--- src/rtl/dfa_pkg.sv ---
// ----------------------------------------------------------------------------
// dfa_pkg - shared types and constants of the double-ended frame allocator
// Field widths, default region geometry, operation codes and the item
// layouts of the request and response channels.
// ----------------------------------------------------------------------------
package dfa_pkg;

  // Field widths of the channel items
  localparam int unsigned OffsetW = 21;
  localparam int unsigned SizeW   = 21;
  localparam int unsigned AlignW  = 13;

  // Default region geometry
  localparam longint unsigned RegionBytesDef = 64'd1048576;
  localparam int unsigned     PageBytesDef   = 4096;

  // Request operation codes
  typedef enum logic {
    OP_ALLOC = 1'b0,
    OP_SWAP  = 1'b1
  } dfa_op_e;

  // Request item
  typedef struct packed {
    dfa_op_e             operation;
    logic [SizeW-1:0]    request_bytes;
    logic [AlignW-1:0]   align_bytes;
  } dfa_req_t;

  // Response item
  typedef struct packed {
    logic [OffsetW-1:0]  block_offset;
    logic                overflow;
    logic                commit_valid;
    logic [OffsetW-1:0]  commit_offset;
    logic [OffsetW-1:0]  commit_length;
  } dfa_rsp_t;

endpackage

--- src/rtl/dfa_req_if.sv ---
// ----------------------------------------------------------------------------
// dfa_req_if - request channel of the frame allocator
// Valid/ready handshake carrying one allocate or swap request item.
// ----------------------------------------------------------------------------
interface dfa_req_if;
  logic              valid;
  logic              ready;
  dfa_pkg::dfa_req_t data;

  modport source (output valid, output data, input ready);
  modport sink   (input valid, input data, output ready);
endinterface

--- src/rtl/dfa_rsp_if.sv ---
// ----------------------------------------------------------------------------
// dfa_rsp_if - response channel of the frame allocator
// Valid/ready handshake carrying one grant/commit result item.
// ----------------------------------------------------------------------------
interface dfa_rsp_if;
  logic              valid;
  logic              ready;
  dfa_pkg::dfa_rsp_t data;

  modport source (output valid, output data, input ready);
  modport sink   (input valid, input data, output ready);
endinterface

--- src/rtl/dfa_core.sv ---
// ----------------------------------------------------------------------------
// dfa_core - allocator state and single-pass request datapath
// Holds both region ends and both commit edges. Computes the result of the
// registered request combinationally and updates the state when it fires.
// ----------------------------------------------------------------------------
module dfa_core #(
  parameter longint unsigned REGION_BYTES = dfa_pkg::RegionBytesDef,
  parameter int unsigned     PAGE_BYTES   = dfa_pkg::PageBytesDef
) (
  input  logic              clk_i,
  input  logic              rst_ni,
  input  dfa_pkg::dfa_req_t req_i,
  input  logic              fire_i,
  output dfa_pkg::dfa_rsp_t rsp_o
);
  import dfa_pkg::*;

  // State width holds 0..REGION_BYTES; datapath width has headroom for sums
  localparam int unsigned AW = $clog2(REGION_BYTES + 1);
  localparam int unsigned SW = ((AW > OffsetW) ? AW : OffsetW) + 2;
  localparam logic [AW-1:0] RegionA  = AW'(REGION_BYTES);
  localparam logic [SW-1:0] PageMask = SW'(PAGE_BYTES - 1);

  logic [AW-1:0] low_top_q, low_top_d;
  logic [AW-1:0] high_bottom_q, high_bottom_d;
  logic [AW-1:0] low_edge_q, low_edge_d;
  logic [AW-1:0] high_edge_q, high_edge_d;
  logic          all_committed_q, all_committed_d;
  logic          grow_low_q, grow_low_d;

  // Widened operands
  logic [SW-1:0]     lt_w, hb_w, le_w, he_w, size_w, amask;
  logic [AlignW-1:0] align_eff;
  logic [SW-1:0]     ptr, top, low_end, nb, start;

  assign lt_w      = SW'(low_top_q);
  assign hb_w      = SW'(high_bottom_q);
  assign le_w      = SW'(low_edge_q);
  assign he_w      = SW'(high_edge_q);
  assign size_w    = SW'(req_i.request_bytes);
  assign align_eff = (req_i.align_bytes == '0) ? AlignW'(1) : req_i.align_bytes;
  assign amask     = SW'(align_eff - AlignW'(1));

  // Low end: align up, bump by size, round commit end to page
  assign ptr     = (lt_w + amask) & ~amask;
  assign top     = ptr + size_w;
  assign low_end = (top + PageMask) & ~PageMask;

  // High end: move down by size, align down, round commit start to page
  assign nb    = (hb_w - size_w) & ~amask;
  assign start = nb & ~PageMask;

  // Result and next state
  always_comb begin
    low_top_d       = low_top_q;
    high_bottom_d   = high_bottom_q;
    low_edge_d      = low_edge_q;
    high_edge_d     = high_edge_q;
    all_committed_d = all_committed_q;
    grow_low_d      = grow_low_q;
    rsp_o           = '0;

    if (req_i.operation == OP_SWAP) begin
      if (grow_low_q) begin
        high_bottom_d = RegionA;
        grow_low_d    = 1'b0;
      end else begin
        low_top_d  = '0;
        grow_low_d = 1'b1;
      end
    end else if (grow_low_q) begin
      if (top > hb_w) begin
        rsp_o.overflow = 1'b1;
      end else begin
        rsp_o.block_offset = OffsetW'(ptr);
        low_top_d          = AW'(top);
        if (!all_committed_q && (top > le_w)) begin
          rsp_o.commit_valid  = 1'b1;
          rsp_o.commit_offset = OffsetW'(le_w);
          if (low_end > he_w) begin
            rsp_o.commit_length = OffsetW'(he_w - le_w);
            low_edge_d          = RegionA;
            high_edge_d         = '0;
            all_committed_d     = 1'b1;
          end else begin
            rsp_o.commit_length = OffsetW'(low_end - le_w);
            low_edge_d          = AW'(low_end);
          end
        end
      end
    end else begin
      if ((size_w > hb_w) || (nb < lt_w)) begin
        rsp_o.overflow = 1'b1;
      end else begin
        rsp_o.block_offset = OffsetW'(nb);
        high_bottom_d      = AW'(nb);
        if (!all_committed_q && (nb < he_w)) begin
          rsp_o.commit_valid = 1'b1;
          if (start < le_w) begin
            rsp_o.commit_offset = OffsetW'(le_w);
            rsp_o.commit_length = OffsetW'(he_w - le_w);
            low_edge_d          = RegionA;
            high_edge_d         = '0;
            all_committed_d     = 1'b1;
          end else begin
            rsp_o.commit_offset = OffsetW'(start);
            rsp_o.commit_length = OffsetW'(he_w - start);
            high_edge_d         = AW'(start);
          end
        end
      end
    end
  end

  // State registers, updated once per processed request
  always_ff @(posedge clk_i or negedge rst_ni) begin
    if (!rst_ni) begin
      low_top_q       <= '0;
      high_bottom_q   <= RegionA;
      low_edge_q      <= '0;
      high_edge_q     <= RegionA;
      all_committed_q <= 1'b0;
      grow_low_q      <= 1'b1;
    end else if (fire_i) begin
      low_top_q       <= low_top_d;
      high_bottom_q   <= high_bottom_d;
      low_edge_q      <= low_edge_d;
      high_edge_q     <= high_edge_d;
      all_committed_q <= all_committed_d;
      grow_low_q      <= grow_low_d;
    end
  end

endmodule

--- src/rtl/double_ended_frame_allocator.sv ---
// ----------------------------------------------------------------------------
// double_ended_frame_allocator - frame allocator growing from both ends
// Usage:
//   req_i carries one item per handshake: an allocate (size, alignment) or a
//   swap of the growth direction. rsp_o returns exactly one item for each
//   request: the granted offset, an overflow flag, and the page range that
//   must newly be committed (all zero for a swap or a refused request).
//   A request accepted on req_i waits in the input register, then the
//   single-pass datapath writes the result register while it updates the
//   allocator state.
//   Throughput is one item per cycle while rsp_o does not stall; the state
//   feedback through the align/add/compare datapath is combinational.
//   When rsp_o stalls, the result register and the input register both hold;
//   up to two items are in flight and req_i.ready drops only once both are
//   occupied and the result is not being taken.
//   Reset (rst_ni low, asynchronous) empties the pipeline, puts the low end
//   and the low commit edge at 0, the high end and the high commit edge at
//   REGION_BYTES, and selects growth from the low end.
// ----------------------------------------------------------------------------
module double_ended_frame_allocator #(
  parameter longint unsigned REGION_BYTES = dfa_pkg::RegionBytesDef,
  parameter int unsigned     PAGE_BYTES   = dfa_pkg::PageBytesDef
) (
  input  logic     clk_i,
  input  logic     rst_ni,
  dfa_req_if.sink   req_i,
  dfa_rsp_if.source rsp_o
);
  import dfa_pkg::*;

  logic     s1_valid_q;
  dfa_req_t s1_req_q;
  logic     rsp_valid_q;
  dfa_rsp_t rsp_data_q;
  dfa_rsp_t core_rsp;
  logic     s1_adv;
  logic     req_fire;

  // Handshake control
  assign s1_adv      = s1_valid_q && (!rsp_valid_q || rsp_o.ready);
  assign req_i.ready = !s1_valid_q || s1_adv;
  assign req_fire    = req_i.valid && req_i.ready;

  // Input register valid and result register valid
  always_ff @(posedge clk_i or negedge rst_ni) begin
    if (!rst_ni) begin
      s1_valid_q  <= 1'b0;
      rsp_valid_q <= 1'b0;
    end else begin
      if (req_fire) begin
        s1_valid_q <= 1'b1;
      end else if (s1_adv) begin
        s1_valid_q <= 1'b0;
      end
      if (s1_adv) begin
        rsp_valid_q <= 1'b1;
      end else if (rsp_o.ready) begin
        rsp_valid_q <= 1'b0;
      end
    end
  end

  // Payload registers
  always_ff @(posedge clk_i) begin
    if (req_fire) begin
      s1_req_q <= req_i.data;
    end
    if (s1_adv) begin
      rsp_data_q <= core_rsp;
    end
  end

  // Allocator state and datapath
  dfa_core #(
    .REGION_BYTES (REGION_BYTES),
    .PAGE_BYTES   (PAGE_BYTES)
  ) u_core (
    .clk_i  (clk_i),
    .rst_ni (rst_ni),
    .req_i  (s1_req_q),
    .fire_i (s1_adv),
    .rsp_o  (core_rsp)
  );

  assign rsp_o.valid = rsp_valid_q;
  assign rsp_o.data  = rsp_data_q;

  // An item taken into an empty pipeline passes the input register, then shows up as a result
  a_latency: assert property (@(posedge clk_i) disable iff (!rst_ni)
    (req_fire && !s1_valid_q && !rsp_valid_q) |=> (s1_valid_q ##1 rsp_valid_q))
    else $error("request did not reach the result register in two cycles");

  // A held request is never dropped while the result side stalls
  a_s1_hold: assert property (@(posedge clk_i) disable iff (!rst_ni)
    (s1_valid_q && !s1_adv) |=> (s1_valid_q && $stable(s1_req_q)))
    else $error("stalled request lost from the input register");

  // A refused request grants nothing and commits nothing
  a_ovf_clean: assert property (@(posedge clk_i) disable iff (!rst_ni)
    (s1_adv && core_rsp.overflow) |->
      (!core_rsp.commit_valid && (core_rsp.block_offset == '0)))
    else $error("overflow result carries a grant or a commit");

endmodule
--- src/flat_wrapper.sv ---
// flat-port wrapper written by rule: the top's interface ports become plain ports
module double_ended_frame_allocator_flat import dfa_pkg::*;
#(
  parameter longint unsigned REGION_BYTES = dfa_pkg::RegionBytesDef,
  parameter int unsigned     PAGE_BYTES   = dfa_pkg::PageBytesDef
)
  (clk_i, rst_ni, req_i_valid, req_i_data, req_i_ready, rsp_o_valid, rsp_o_data, rsp_o_ready);
  dfa_req_if req_i_i ();
  dfa_rsp_if rsp_o_i ();
  input  logic clk_i;
  input  logic rst_ni;
  input wire logic [$bits(req_i_i.valid)-1:0] req_i_valid;
  input wire logic [$bits(req_i_i.data)-1:0] req_i_data;
  output wire logic [$bits(req_i_i.ready)-1:0] req_i_ready;
  output wire logic [$bits(rsp_o_i.valid)-1:0] rsp_o_valid;
  output wire logic [$bits(rsp_o_i.data)-1:0] rsp_o_data;
  input wire logic [$bits(rsp_o_i.ready)-1:0] rsp_o_ready;
  assign req_i_i.valid = req_i_valid;
  assign req_i_i.data = req_i_data;
  assign req_i_ready = req_i_i.ready;
  assign rsp_o_valid = rsp_o_i.valid;
  assign rsp_o_data = rsp_o_i.data;
  assign rsp_o_i.ready = rsp_o_ready;
  double_ended_frame_allocator #(.REGION_BYTES(REGION_BYTES), .PAGE_BYTES(PAGE_BYTES)) u_core (.clk_i(clk_i), .rst_ni(rst_ni), .req_i(req_i_i), .rsp_o(rsp_o_i));
endmodule
--- config.mk ---
export PLATFORM = sky130hd
export DESIGN_NAME = double_ended_frame_allocator_flat
export DESIGN_NICKNAME = d
export VERILOG_FILES = /design/src/rtl/dfa_pkg.sv /design/src/rtl/dfa_req_if.sv /design/src/rtl/dfa_rsp_if.sv /design/src/rtl/dfa_core.sv /design/src/rtl/double_ended_frame_allocator.sv /design/src/flat_wrapper.sv
export SDC_FILE = /design/constraint.sdc
export NUM_CORES = 1
export LEC_CHECK = 0
export BUFFER_PORTS_ARGS = -buffer_cell sky130_fd_sc_hd__buf_2
export CAP_MARGIN = 20
export CORE_UTILIZATION = 45
export CTS_BUF_LIST = sky130_fd_sc_hd__clkbuf_8
export CTS_CLUSTER_DIAMETER = 80
export CTS_CLUSTER_SIZE = 28
export DETAILED_ROUTE_END_ITERATION = 8
export PLACE_DENSITY = 0.65
export SYNTH_ARGS = -nofsm -noshare
export SYNTH_HDL_FRONTEND = slang
export SYNTH_HIERARCHICAL = 1
export SYNTH_SLANG_ARGS = --single-unit
--- constraint.sdc ---
create_clock -name clk_i -period 8.1 [get_ports clk_i]
set_clock_uncertainty 0.1 [all_clocks]
set_input_delay 0.81 -clock clk_i [delete_from_list [all_inputs] [get_ports clk_i]]
set_output_delay 0.81 -clock clk_i [all_outputs]
set_load 0.1 [all_outputs]
-- After elaboration in Yosys (flattened, before gate mapping)
Index checks and enable logic that the tools add are counted.
- latch bits: 0
- register bits after elaboration: 188
- bits of input ports: 39
- memories kept: 0
- memory bits (writable): 0
- word-level logic and storage cells: 111
- ROM bits: 0
- $lt $le $gt $ge: 7
- reduce and logical (&&, ||, !) cells: 22
- shift-type cells: 0
- eq/ne operators: 8
- muxes and demuxes: 46
- $mul: 0
- bitwise gates (word level): 4
- div/mod/pow operators: 0
- add/sub/neg operators: 8
- operators by type and width (operator ; number):
    $mux W21 ; 25
    $mux W43 ; 4
    $gt A23 B21 Y1 ; 3
    $lt A23 B21 Y1 ; 3
    $mux W65 ; 1
    $sub A21 B21 Y21 ; 3
    $and A23 B23 Y23 ; 2
    $mux W42 ; 1
    $add A22 B14 Y23 ; 1
    $add A23 B12 Y23 const B ; 1
    $add A23 B21 Y23 ; 1
    $not A23 Y23 ; 1
    $sub A21 B21 Y22 ; 1
    $gt A21 B21 Y1 ; 1
    $mux W1 ; 14
    $reduce_and A7 Y1 ; 2
    $sub A13 B1 Y14 const B ; 1
    $logic_not A13 Y1 ; 1
    $mux W13 ; 1
    $reduce_bool A2 Y1 ; 5
    $ne A2 B1 Y1 const B ; 4
    $ne A2 B2 Y1 const B ; 4
    $reduce_and A4 Y1 ; 2
    $reduce_and A8 Y1 ; 1
    5 further kinds ; 12

-- Logic depth before layout (Yosys ltp)
Gate-level depths: netlist of the first run.
- word-level depth: 12
- mapped depth: 38

-- Hierarchy
The synthesis of the first run kept the hierarchy.
- by module, submodules not included (module ; area an instance (um^2) ; cells an instance ; instances ; sequential area each (um^2)):
    dfa_core ; 9954.5 ; 1261 ; 1 ; 1555.2
    double_ended_frame_allocator ; 3106.7 ; 108 ; 1 ; 3052.9

-- Least setup slack after synthesis of the first run
Ideal clock, no wire load.
- path type: reg-to-reg
- from: reg u_core/s1_req_q[5] (netlist name)
- to: reg u_core.u_core.low_edge_q[20]
- data arrival time: 7.584 ns
- setup slack: 0.291 ns
- data required time: 7.875 ns
- clock period less this slack: 7.809 ns
- stages on the path, launching flop included: 36
- cell sequence: edfxtp_1 > nor4_2 > a31oi_2 > and2_1 > nor2b_1 > xor2_1 > ha_1 > a41oi_1 > o21ai_0 > a21oi_1 > o21ai_0 > a21oi_1 > o21bai_1 > a21oi_1 > xnor2_1 > and2_1 > ha_1 > and4_1 > and2_1 > a211oi_1 > mux2_2 > nand2_1 > inv_1 > ha_1 > a21o_1 > a21o_1 > a21o_1 > a211o_1 > a211oi_1 > a31oi_1 > nor2_1 > o21ai_1 > or2_2 > a21oi_2 > buf_6 > mux2_4
- word-level cells in the longest chain between the ends: 12
- elaborated cells between the ends (all ways): 28
- RTL lines (element ; line ; source):
    start, declared ; double_ended_frame_allocator.sv:32 ; dfa_req_t s1_req_q;
    start signal, assigned ; double_ended_frame_allocator.sv:66 ; s1_req_q <= req_i.data;
    $logic_not A13 Y1 ; dfa_core.sv:41 ; assign align_eff = (req_i.align_bytes == '0) ? AlignW'(1) : req_i.align_bytes;
    $mux W13 (*) ; dfa_core.sv:41 ;
    $sub A13 B1 Y14 (*) ; dfa_core.sv:42 ; assign amask = SW'(align_eff - AlignW'(1));
    $add A22 B14 Y23 or $not A23 Y23 (tied branches) ; dfa_core.sv:45, dfa_core.sv:50 ;
    $and A23 B23 Y23 ; dfa_core.sv:45 ; assign ptr = (lt_w + amask) & ~amask;
    $add A23 B21 Y23 ; dfa_core.sv:46 ; assign top = ptr + size_w;
    $add A23 B12 Y23 ; dfa_core.sv:47 ; assign low_end = (top + PageMask) & ~PageMask;
    $gt A23 B21 Y1 ; dfa_core.sv:80 ; if (low_end > he_w) begin
    $mux W21 ; dfa_core.sv:80 ;
    $mux W21 ; dfa_core.sv:77 ; if (!all_committed_q && (top > le_w)) begin
    $mux W21 ; dfa_core.sv:72 ; if (top > hb_w) begin
    $mux W21 ; dfa_core.sv:71 ; end else if (grow_low_q) begin
    end signal, assigned ; dfa_core.sv:127 ; low_edge_q <= low_edge_d;
    end, declared ; dfa_core.sv:26 ; logic [AW-1:0] low_edge_q, low_edge_d;
Mark *: on every way between the ends. The rest lies on a longest branch, timed or not. The select of a mux whose other input is x is not followed.
A chain may end at the register's enable or synchronous reset.

-- Worst setup path in the final report of the first run
- from: reg u_core/s1_req_q[5] (netlist name)
- to: reg u_core.rsp_data_q (netlist bit u_core/rsp_o.data[12]) (data pin)
- word-level cells in the longest chain between the ends: 12
- elaborated cells between the ends (all ways): 27
- RTL lines (element ; line ; source):
    $logic_not A13 Y1 ; dfa_core.sv:41 ;
    $mux W13 (*) ; dfa_core.sv:41 ;
    $sub A13 B1 Y14 (*) ; dfa_core.sv:42 ;
    $add A22 B14 Y23 or $not A23 Y23 (tied branches) ; dfa_core.sv:45, dfa_core.sv:50 ;
    $and A23 B23 Y23 ; dfa_core.sv:45 ;
    $add A23 B21 Y23 ; dfa_core.sv:46 ;
    $add A23 B12 Y23 ; dfa_core.sv:47 ;
    $sub A21 B21 Y21 or $gt A23 B21 Y1 (tied branches) ; dfa_core.sv:86, dfa_core.sv:80 ;
    $mux W21 ; dfa_core.sv:80 ;
    $mux W43 ; dfa_core.sv:77 ;
    $mux W43 ; dfa_core.sv:72 ;
    $mux W65 (*) ; dfa_core.sv:71 ;
    end signal, assigned ; double_ended_frame_allocator.sv:69 ; rsp_data_q <= core_rsp;
    end, declared ; double_ended_frame_allocator.sv:34 ; dfa_rsp_t rsp_data_q;
Mark *: on every way between the ends. The rest lies on a longest branch, timed or not.

==> metrics.md, run 1 <==
| Metric | Value |
|---|---|
| Post-Syn Area | 13100 µm² |
| Crit-path max FO | 8 |
| Die extent in y | 172 µm |
| Pre-CTS setup slack | -0.0744 ns |
| Worst path depth | 31 |
| Pre-Repair DR Iteration Count | 6 |
| Vias in the first global route | 10400 |
| Setup TNS | 0 ns |
| Storage element area | 4610 µm² |
| Max Root-Sink Buffers | 2 |
| CTS H-tree depth | 4 |
| Most frequent CP cell | o21a_1 |
| Met1 usage | 34.4% |
| Area of the core | 28600 µm² |
| Synth top area cells | edfxtp_1 23%, ha_1 16%, dfrtp_1 12%, inv_1 4.4%, xnor2_1 3.6% |
| CP startpoint kind | flip-flop |
| Congestion Overflow GR | 0 |
| Die area | 29700 µm² |
| CP top delay family | compound AO/OA/AOI/OAI gates |
| Layout cells sized above 1 | 18.3% |
| Multi-input gate area | 7970 µm² |
| Die X | 172 µm |
| Post-Route WL | 36800 µm |
| RR Endpoint | u_core/rsp_o.data[12] |
| CTS tree | built |
| Reg-to-reg critical path startpoint | u_core/s1_req_q[5] |
| Critical path required time | 8.33 ns |
| # Max-Cap Violations | 0 |
| Initial antenna violation count | 0 |
| Largest stage delay, worst path | 0.49 ns |
| Vias per cell | 5.60 |
| DRC errors left | 0 |
| DRT iter0 DRCs | 835 |
| Clock transition at path regs | 0.10 ns |
| Min-Delay Path Depth | 1 |
| Area leader, netlist | edfxtp_1 |
| Sequential share of the synthesized area | 35.3% |
| Max Slew Vio Count | 0 |
| # hold bufs at CTS | 0 |
| Input/output buffers | 105 |
| Placed cell count | 1894 |
| Critical path capture point type | flip-flop |
| Post-DP HPWL | 28600 µm |
| Period minus WS final | 7.74 ns |
| Worst reg-to-reg path cell count | 31 |
| Top cell type's share of synthesized area | 23.0% |
| Worst path bufs/invs | 1 |
| Final non-filler cell total | 1943 |
| Boundary Pins | 106 |
| Filler instances | 2593 |
| Flops & latches, synth | 164 |
| Syn-to-layout area delta | 16.5% |
| Final hold violations | 0 |
| HP Class | in2reg |
| Final worst slack | 0.361 ns |
| Final period util | 95.5% |
| Most crowded layer after global routing | met2 |
| ANT cells | 0 |
| Post-synth EDFFs | 100 |
| Critical path arrival | 7.97 ns |
| Largest net degree at the start of global routing | 65 |
| FMAX | 129 MHz |
| Status | finished clean |
| Synth async-reset ratio | 39.0% |
| # clock sinks | 164 |
| Overall Global Routing Usage | 25.5% |
| Avg WL per Cell | 18.9 µm |
| Grt met3 use | 5.75% |
| Clock Tree Root | clkbuf_8 |
| Critical Path End | u_core/rsp_o.data[12] |
| First-pass GRT wire length | 56700 µm |
| Mean Syn Cell Area | 9.54 µm² |
| Post-DRT Antenna Nets | 0 |
| Num rows | 62 |
| Num CTS Buffers | 17 |
| Yosys warning total | 6 |
| Post-synth top flop | edfxtp_1 |
| Setup-failing EPs final | 0 |
| Hold WS | 0.399 ns |
| Routed vias | 10900 |
| Starting density of the core | 45.6% |
| Post-Syn Instances | 1369 |
| Crit path max-delay cell type | fa_1 |
| Worst slew margin | 31.4% |
| NumNets Final | 1755 |
| Worst R2R Setup Slack | 0.36 ns |
| Global placement routability congestion | 0.923 |
| Setup crit start | u_core/s1_req_q[5] |
| Worst-Skew Late Latency | 0.48 ns |
| Worst slew pin tran | 1.03 ns |
| M2 GR Usage | 40.0% |
| Synth cell types | 80 |
| Critical path type | reg2reg |
==> state kept, by name (all words and copies together), names as in the netlist, 9 cells and up <==
| name | count |
|---|---|
| u_core/u_core/high_bottom_q | 21 |
| u_core/rsp_o.data | 65 |
| u_core/s1_req_q | 35 |
| u_core/u_core/low_edge_q | 9 |
| u_core/u_core/low_top_q | 21 |
| u_core/u_core/high_edge_q | 9 |
==> per-stage QoR <==
| stage | util [%] | cell area [µm²] |
|---|---|---|
| final | 53.2 | 15200 |
| after global routing | 53.2 | 15200 |
| after CTS | 51.9 | 14800 |
| after detailed placement | 50.2 | 14400 |
| after global placement | 50.2 | 14400 |
| after floorplan | - | 13200 |
==> synthesized netlist by cell type, drive strengths merged, types with 25 or more instances <==
library cell	n
o21ai	57
mux2i	27
a21o	53
o21a	25
inv	153
a21oi	86
edfxtp	100
a22o	30
xor2	30
xnor2	54
nor2	77
nand2	81
buf	34
dfrtp	61
ha	164
nand3	34
nand2b	29
==> layer usage <==
layer / share of wire [%] / wire length (µm)
met1: 46 / 16800
met2: 44 / 16300
met3: 7.3 / 2700
met5: 0 / 0
met4: 2.6 / 950
==> layout by cell type, fill, tap and decap left out, types with 14 or more instances in the layout <==
cell and instances:
o22ai_1 15, o21a_1 24, a21oi_1 76, clkbuf_8 17, mux2i_1 27, nand2b_1 28, ha_1 160, xor2_1 28
buf_2 105, xnor2_1 46, nand2_1 80, nor3_1 18, inv_1 153, dfrtp_1 61, nand3_1 34, o31ai_1 14
o21ai_0 50, buf_4 69, o21bai_1 15, a21o_1 53, a22o_1 30, conb_1 33, edfxtp_1 100, nor2_1 76
==> final cells by class <==
type | instances | area share (%)
Tap cell | 384 | 3.16
Inverter | 153 | 3.77
Sequential cell | 164 | 30.3
Clock inverter | 15 | 1.55
Clock buffer | 17 | 1.54
Multi-Input combinational cell | 1032 | 52.4
Timing Repair Buffer | 178 | 7.33
==> worst min path at each step <==
stage / start / end / slack (ns)
after floorplan: u_core/u_core/all_committed_q / u_core/u_core/all_committed_q / 0.35
after global placement: u_core/u_core/low_top_q[20] / u_core/u_core/low_top_q[20] / 0.42
after detailed placement: u_core/u_core/low_top_q[4] / u_core/u_core/low_top_q[4] / 0.43
after CTS: req_i_data[32] / u_core/s1_req_q[32] / 0.36
after global routing: req_i_data[30] / u_core/s1_req_q[30] / 0.36
final: req_i_data[30] / u_core/s1_req_q[30] / 0.40
==> cells by family (layout without fill, tap and decap cells) <==
| kind of cell | after synthesis | in the layout | synth area share [%] |
|---|---|---|---|
| AOI/OAI and AO/OA | 389 | 389 | 20.7 |
| buffers and inverters | 205 | 363 | 6.70 |
| xor gates and xnor gates | 84 | 84 | 5.63 |
| other | 1 | 33 | 0.0287 |
| DFF | 164 | 164 | 35.3 |
| and+or+nand+nor | 325 | 325 | 12.5 |
| adders and majority gates | 170 | 170 | 16.6 |
| muxes | 31 | 31 | 2.44 |
==> worst reg2reg max path, delay by kind of cell (launching register included) <==
kind	cells	cell delay [ns]
AOI/OAI and AO/OA	13	2.40
and+or+nand+nor	11	2.32
adders and majority gates	4	1.58
DFF	1	0.45
muxes	1	0.35
buffers and inverters	1	0.23
xor gates and xnor gates	1	0.17
==> what timing repair did <==
action,CTS,global route
setup endpoints to repair,13,80
cloned,0,1
buffers inserted,0,16
resized for setup,3,51
pin swaps,0,8
Power of run 1 is not shown: default switching activity piles up to over one toggle a cycle in this logic, so the estimate is an artifact.
==> run 2: changes to the inputs <==
CELL_PAD_IN_SITES_DETAIL_PLACEMENT = 1   (was unset)
CELL_PAD_IN_SITES_GLOBAL_PLACEMENT = 2   (was unset)
CORE_UTILIZATION = 36   (was 45)
PLACE_DENSITY = 0.79   (was 0.65)
==> metrics.md, run 2 (synthesis gave the netlist of run 1 again) <==
| Metric | Value |
|---|---|
| Final hold violations | 0 |
| Crit-path max FO | 9 |
| Avg WL per Cell | 20.9 µm |
| Setup-failing EPs final | 0 |
| Overall Global Routing Usage | 23.7% |
| Worst-Skew Late Latency | 0.51 ns |
| Critical path required time | 8.24 ns |
| Worst path depth | 34 |
| Commonest non-fill, non-tap cells in the layout | 157 x ha_1, 154 x inv_1, 105 x buf_2 |
| Congestion Overflow GR | 0 |
| Commonest non-fill, non-tap cell in the layout | ha_1 |
| Pre-Repair DR Iteration Count | 7 |
| Worst R2R Setup Slack | 0.36 ns |
| Max Slew Vio Count | 0 |
| Worst slew pin tran | 0.962 ns |
| Die X | 192 µm |
| RR Endpoint | u_core/rsp_o.data[13] |
| Post-DP HPWL | 34000 µm |
| Die area | 37000 µm² |
| Post-Route WL | 42600 µm |
| NumNets Final | 1778 |
| Starting density of the core | 36.6% |
| Global placement routability congestion | 0.909 |
| First-pass GRT wire length | 65300 µm |
| Post-DRT Antenna Nets | 0 |
| Area of the core | 35700 µm² |
| Vias in the first global route | 11400 |
| Largest stage delay, worst path | 0.47 ns |
| Critical path capture point type | flip-flop |
| Worst reg-to-reg path cell count | 34 |
| # Max-Cap Violations | 0 |
| Largest net degree at the start of global routing | 65 |
| DRC errors left | 15 |
| Final period util | 95.6% |
| Clock transition at path regs | 0.11 ns |
| CTS tree | built |
| Initial antenna violation count | 0 |
| CP startpoint kind | flip-flop |
| HP Class | in2reg |
| Max FFs per register | 65 |
| CP top delay family | compound AO/OA/AOI/OAI gates |
| Crit path max-delay cell type | nor4b_4 |
| Period minus WS final | 7.74 ns |
| # clock sinks | 164 |
| ANT cells | 0 |
| Num rows | 69 |
| DRT iter0 DRCs | 544 |
| Max Root-Sink Buffers | 2 |
| Routed vias | 11100 |
| Critical path arrival | 7.89 ns |
| Clock Tree Root | clkbuf_8 |
| Critical Path End | u_core/rsp_o.data[13] |
| Worst path bufs/invs | 5 |
| Failing checks | DRC |
| Reg-to-reg critical path startpoint | u_core/s1_req_q[6] |
| Num CTS Buffers | 17 |
| Vias per cell | 5.41 |
| Status | finished, violations left |
| CTS H-tree depth | 4 |
| Die extent in y | 192 µm |
| Setup crit start | u_core/s1_req_q[6] |
| Critical path type | reg2reg |
| Boundary Pins | 106 |
| Worst slew margin | 35.9% |
| Layout cells sized above 1 | 19.7% |
| Input/output buffers | 105 |
| Syn-to-layout area delta | 18.3% |
| FMAX | 129 MHz |
| Final Core Density | 43.4% |
==> run 2: cell type report <==
class,count,area (µm²)
flip-flops and latches,164,4610
fillers,4123,20200
well taps,461,577
clock buffers,17,234
multi-input cells,1032,8000
inverters,153,574
repair buffers,201,1320
clock inverters,15,145
==> run 2: repair_timing <==
item	4_1_cts	5_1_grt
hold endpoints to repair	0	0
gates cloned	0	1
endpoints found under the setup margin	27	80
gates resized for setup	8	54
hold buffers	0	0
buffers inserted	3	10
pin swaps	2	9
==> run 2: per-layer routing <==
layer	vias to the layer above	global-route usage, %	part of all wire (%)
met5	-	0	0
met4	0	6.66	2.0
met3	40	2.53	3.1
met2	209	38.9	46
met1	5490	32.9	48
li1	5320	-	-
==> run 2: worst min-delay path by stage <==
stage,startpoint,cells past startpoint,to
CTS,req_i_data[14],1,u_core/s1_req_q[14]
finish,req_i_data[14],1,u_core/s1_req_q[14]
floorplan,u_core/u_core/all_committed_q,2,u_core/u_core/all_committed_q
global route,req_i_data[14],1,u_core/s1_req_q[14]
detailed placement,u_core/u_core/low_top_q[19],2,u_core/u_core/low_top_q[19]
global placement,u_core/u_core/low_top_q[20],2,u_core/u_core/low_top_q[20]
==> run 2: through the flow <==
| stage | instances | setup WS (ns) | TNS (ns) | hold slack (ns) | area (µm²) |
|---|---|---|---|---|---|
| floorplan | 1401 | 0.291 | 0 | 0.351 | 13200 |
| global placement | 1997 | 0.116 | 0 | 0.400 | 14700 |
| detailed placement | 1997 | -0.257 | -3.17 | 0.407 | 14700 |
| CTS | 2032 | 0.00112 | 0 | 0.328 | 15100 |
| global route | 2043 | -0.0970 | -0.518 | 0.334 | 15500 |
| finish | 2043 | 0.357 | 0 | 0.368 | 15500 |
Power of run 2 is left out for the same reason.
==> run 3: changes to the inputs <==
CORE_UTILIZATION = 35   (was 36)
SYNTH_HIERARCHICAL = unset   (was 1)
==> metrics.md, run 3 <==
| Metric | Value |
|---|---|
| First-pass GRT wire length | 74500 µm |
| Max Root-Sink Buffers | 2 |
| DRC errors left | 14 |
| Pre-Repair DR Iteration Count | 7 |
| CP startpoint kind | flip-flop |
| Clock transition at path regs | 0.09 ns |
| Critical path capture point type | flip-flop |
| Area of the core | 35700 µm² |
| Post-Route WL | 50000 µm |
| HP Class | in2reg |
| Synth Area in Simple Gates | 15.0% |
| Adder-cell share of the synthesized area | 17.2% |
| Top cell type's share of synthesized area | 17.9% |
| Congestion Overflow GR | 0 |
| Most frequent CP cell | buf_4 |
| Largest net degree at the start of global routing | 65 |
| Synth async-reset ratio | 45.7% |
| Final period util | 96.9% |
| Die X | 193 µm |
| Boundary Pins | 106 |
| FMAX | 127 MHz |
| Post-DP HPWL | 39900 µm |
| Met3 wire len | 1290 µm |
| Post-DRT Antenna Nets | 0 |
| CTS H-tree depth | 4 |
| Global placement routability congestion | 0.954 |
| Post-synthesis compound-gate area fraction | 22.2% |
| Critical path type | reg2reg |
| CTS tree | built |
| Largest stage delay, worst path | 0.43 ns |
| Avg WL per Cell | 22.3 µm |
| Die extent in y | 193 µm |
| Worst slew margin | 30.0% |
| Met2 WL | 25100 µm |
| Synth cell types | 82 |
| Commonest non-fill, non-tap cells in the layout | 249 x buf_4, 155 x inv_1, 152 x ha_1 |
| Max Slew Vio Count | 0 |
| Worst-Skew Late Latency | 0.52 ns |
| Starting density of the core | 35.7% |
| Hold Crit Start | req_i_data[15] |
| Status | finished, violations left |
| Placed Area | 15400 µm² |
| Area leader, netlist | edfxtp_1 |
| Post-Syn Area | 12700 µm² |
| Synth top area cells | edfxtp_1 18%, ha_1 16%, dfrtp_1 12%, inv_1 4.7%, a21oi_1 4.3% |
| Flops & latches, synth | 140 |
| Num rows | 69 |
| Overall Global Routing Usage | 27.4% |
| NumNets Final | 1980 |
| Max FFs per register | 41 |
| # clock sinks | 140 |
| Setup-failing EPs final | 0 |
| # Max-Cap Violations | 0 |
| Critical path required time | 8.37 ns |
| Sequential share of the synthesized area | 30.5% |
| Input/output buffers | 81 |
| Fin area | 16600 µm² |
| Mux share of post-synthesis cell area | 1.90% |
| ANT cells | 0 |
| Initial antenna violation count | 0 |
| Commonest non-fill, non-tap cell in the layout | buf_4 |
| Mean Syn Cell Area | 8.86 µm² |
| Vias per cell | 5.45 |
| Post-synth top cells | 165 x ha_1, 158 x inv_1, 125 x nand2_1 |
| Routed vias | 12200 |
| Num CTS Buffers | 17 |
| Largest family of logic cells by synthesized area | compound AO/OA/AOI/OAI gates |
| Syn-to-layout area delta | 30.6% |
| Layout cells sized above 1 | 28.7% |
| Crit-path max FO | 9 |
| Most common cell in the netlist | ha_1 |
| Top Metal Used | met4 |
| Die area | 37100 µm² |
| Post-Syn Instances | 1437 |
| Filler instances | 4175 |
| Vias in the first global route | 12800 |
| M1 wire length | 21000 µm |
| DRT iter0 DRCs | 595 |
| Post-synth top flop | edfxtp_1 |
| Setup crit start | u_core.s1_req_q[9] |
| Crit path max-delay cell type | or3_4 |
| Yosys warning total | 0 |
| Period minus WS final | 7.85 ns |
| Final hold violations | 0 |
| Failing checks | DRC |
| Worst slew pin tran | 1.05 ns |
| Post-synth EDFFs | 76 |
| Post-Synth XOR/XNOR Area | 5.86% |
| Critical path arrival | 8.12 ns |
| Clock Tree Root | clkbuf_8 |
| Reg-to-reg critical path startpoint | u_core.s1_req_q[9] |
==> run 3: logic make-up (layout without fill, tap and decap cells) <==
| logic type | Yosys count | after routing |
|---|---|---|
| and+or+nand+nor | 382 | 383 |
| buffers and inverters | 220 | 533 |
| adders and majority gates | 171 | 171 |
| other | 1 | 33 |
| muxes | 20 | 20 |
| AOI/OAI and AO/OA | 420 | 420 |
| xor gates and xnor gates | 83 | 83 |
| DFF | 140 | 140 |
==> run 3: repair_timing <==
action | 4_1_cts | 5_1_grt
gates resized for setup | 35 | 118
cloned | 1 | 0
hold buffers | 0 | 0
pin swaps | 12 | 52
buffers inserted | 7 | 18
endpoints found under the setup margin | 78 | 81
==> run 3: layout make-up <==
class / instances / area, µm² / area share, %
multi-input combinational: 1110 / 8700 / 52.3
clock buffer: 17 / 234 / 1.41
sequential: 140 / 3890 / 23.4
timing repair buffer: 342 / 2450 / 14.8
clock inverter: 15 / 174 / 1.05
tap: 461 / 577 / 3.47
inverter: 159 / 597 / 3.59
==> run 3: critical path: cells and delay by family, from the launching register on <==
kind | cells | cell delay [ns]
adder cells (fa/ha/maj) | 4 | 1.12
AND/OR/NAND/NOR | 9 | 1.61
AO/OA/AOI/OAI | 19 | 2.95
XOR/XNOR | 3 | 0.54
flip-flops | 1 | 0.42
buffers and inverters | 7 | 0.95
==> run 3: path summary, 6_finish.rpt <==
kind / end / slack (ns) / cells past startpoint
worst max-delay path: u_core.rsp_o.data[38] / 0.25 / 42
worst min-delay path: u_core.s1_req_q[15] / 0.37 / 1
worst max register to register: u_core.rsp_o.data[38] / 0.25 / 42
worst min register to register: u_core.rsp_o.valid / 0.39 / 1
max in group asynchronous: u_core.u_core.high_edge_q[18] / 6.80 / 2
min in group asynchronous: u_core.u_core.low_top_q[20] / 0.44 / 2
==> run 3: per-layer routing <==
layer | track usage, % | vias up
li1 | - | 5806
met1 | 32.4 | 6087
met2 | 48.5 | 249
met3 | 2.75 | 86
met4 | 14.8 | 0
met5 | 0 | -
==> run 3: metrics by stage <==
| stage | TNS [ns] | std cells | util (%) | setup slack (ns) | hold WS (ns) |
|---|---|---|---|---|---|
| final | 0 | 2244 | 46.6 | 0.249 | 0.365 |
| after global placement | -1.50 | 2188 | 43.1 | -0.170 | 0.365 |
| after detailed placement | -10.76 | 2189 | 43.1 | -0.569 | 0.376 |
| after CTS | 0 | 2229 | 44.9 | 0.0105 | 0.335 |
| after floorplan | 0 | 1469 | - | 0.215 | 0.342 |
| after global routing | -1.70 | 2244 | 46.6 | -0.107 | 0.350 |
Power of run 3 is left out for the same reason.
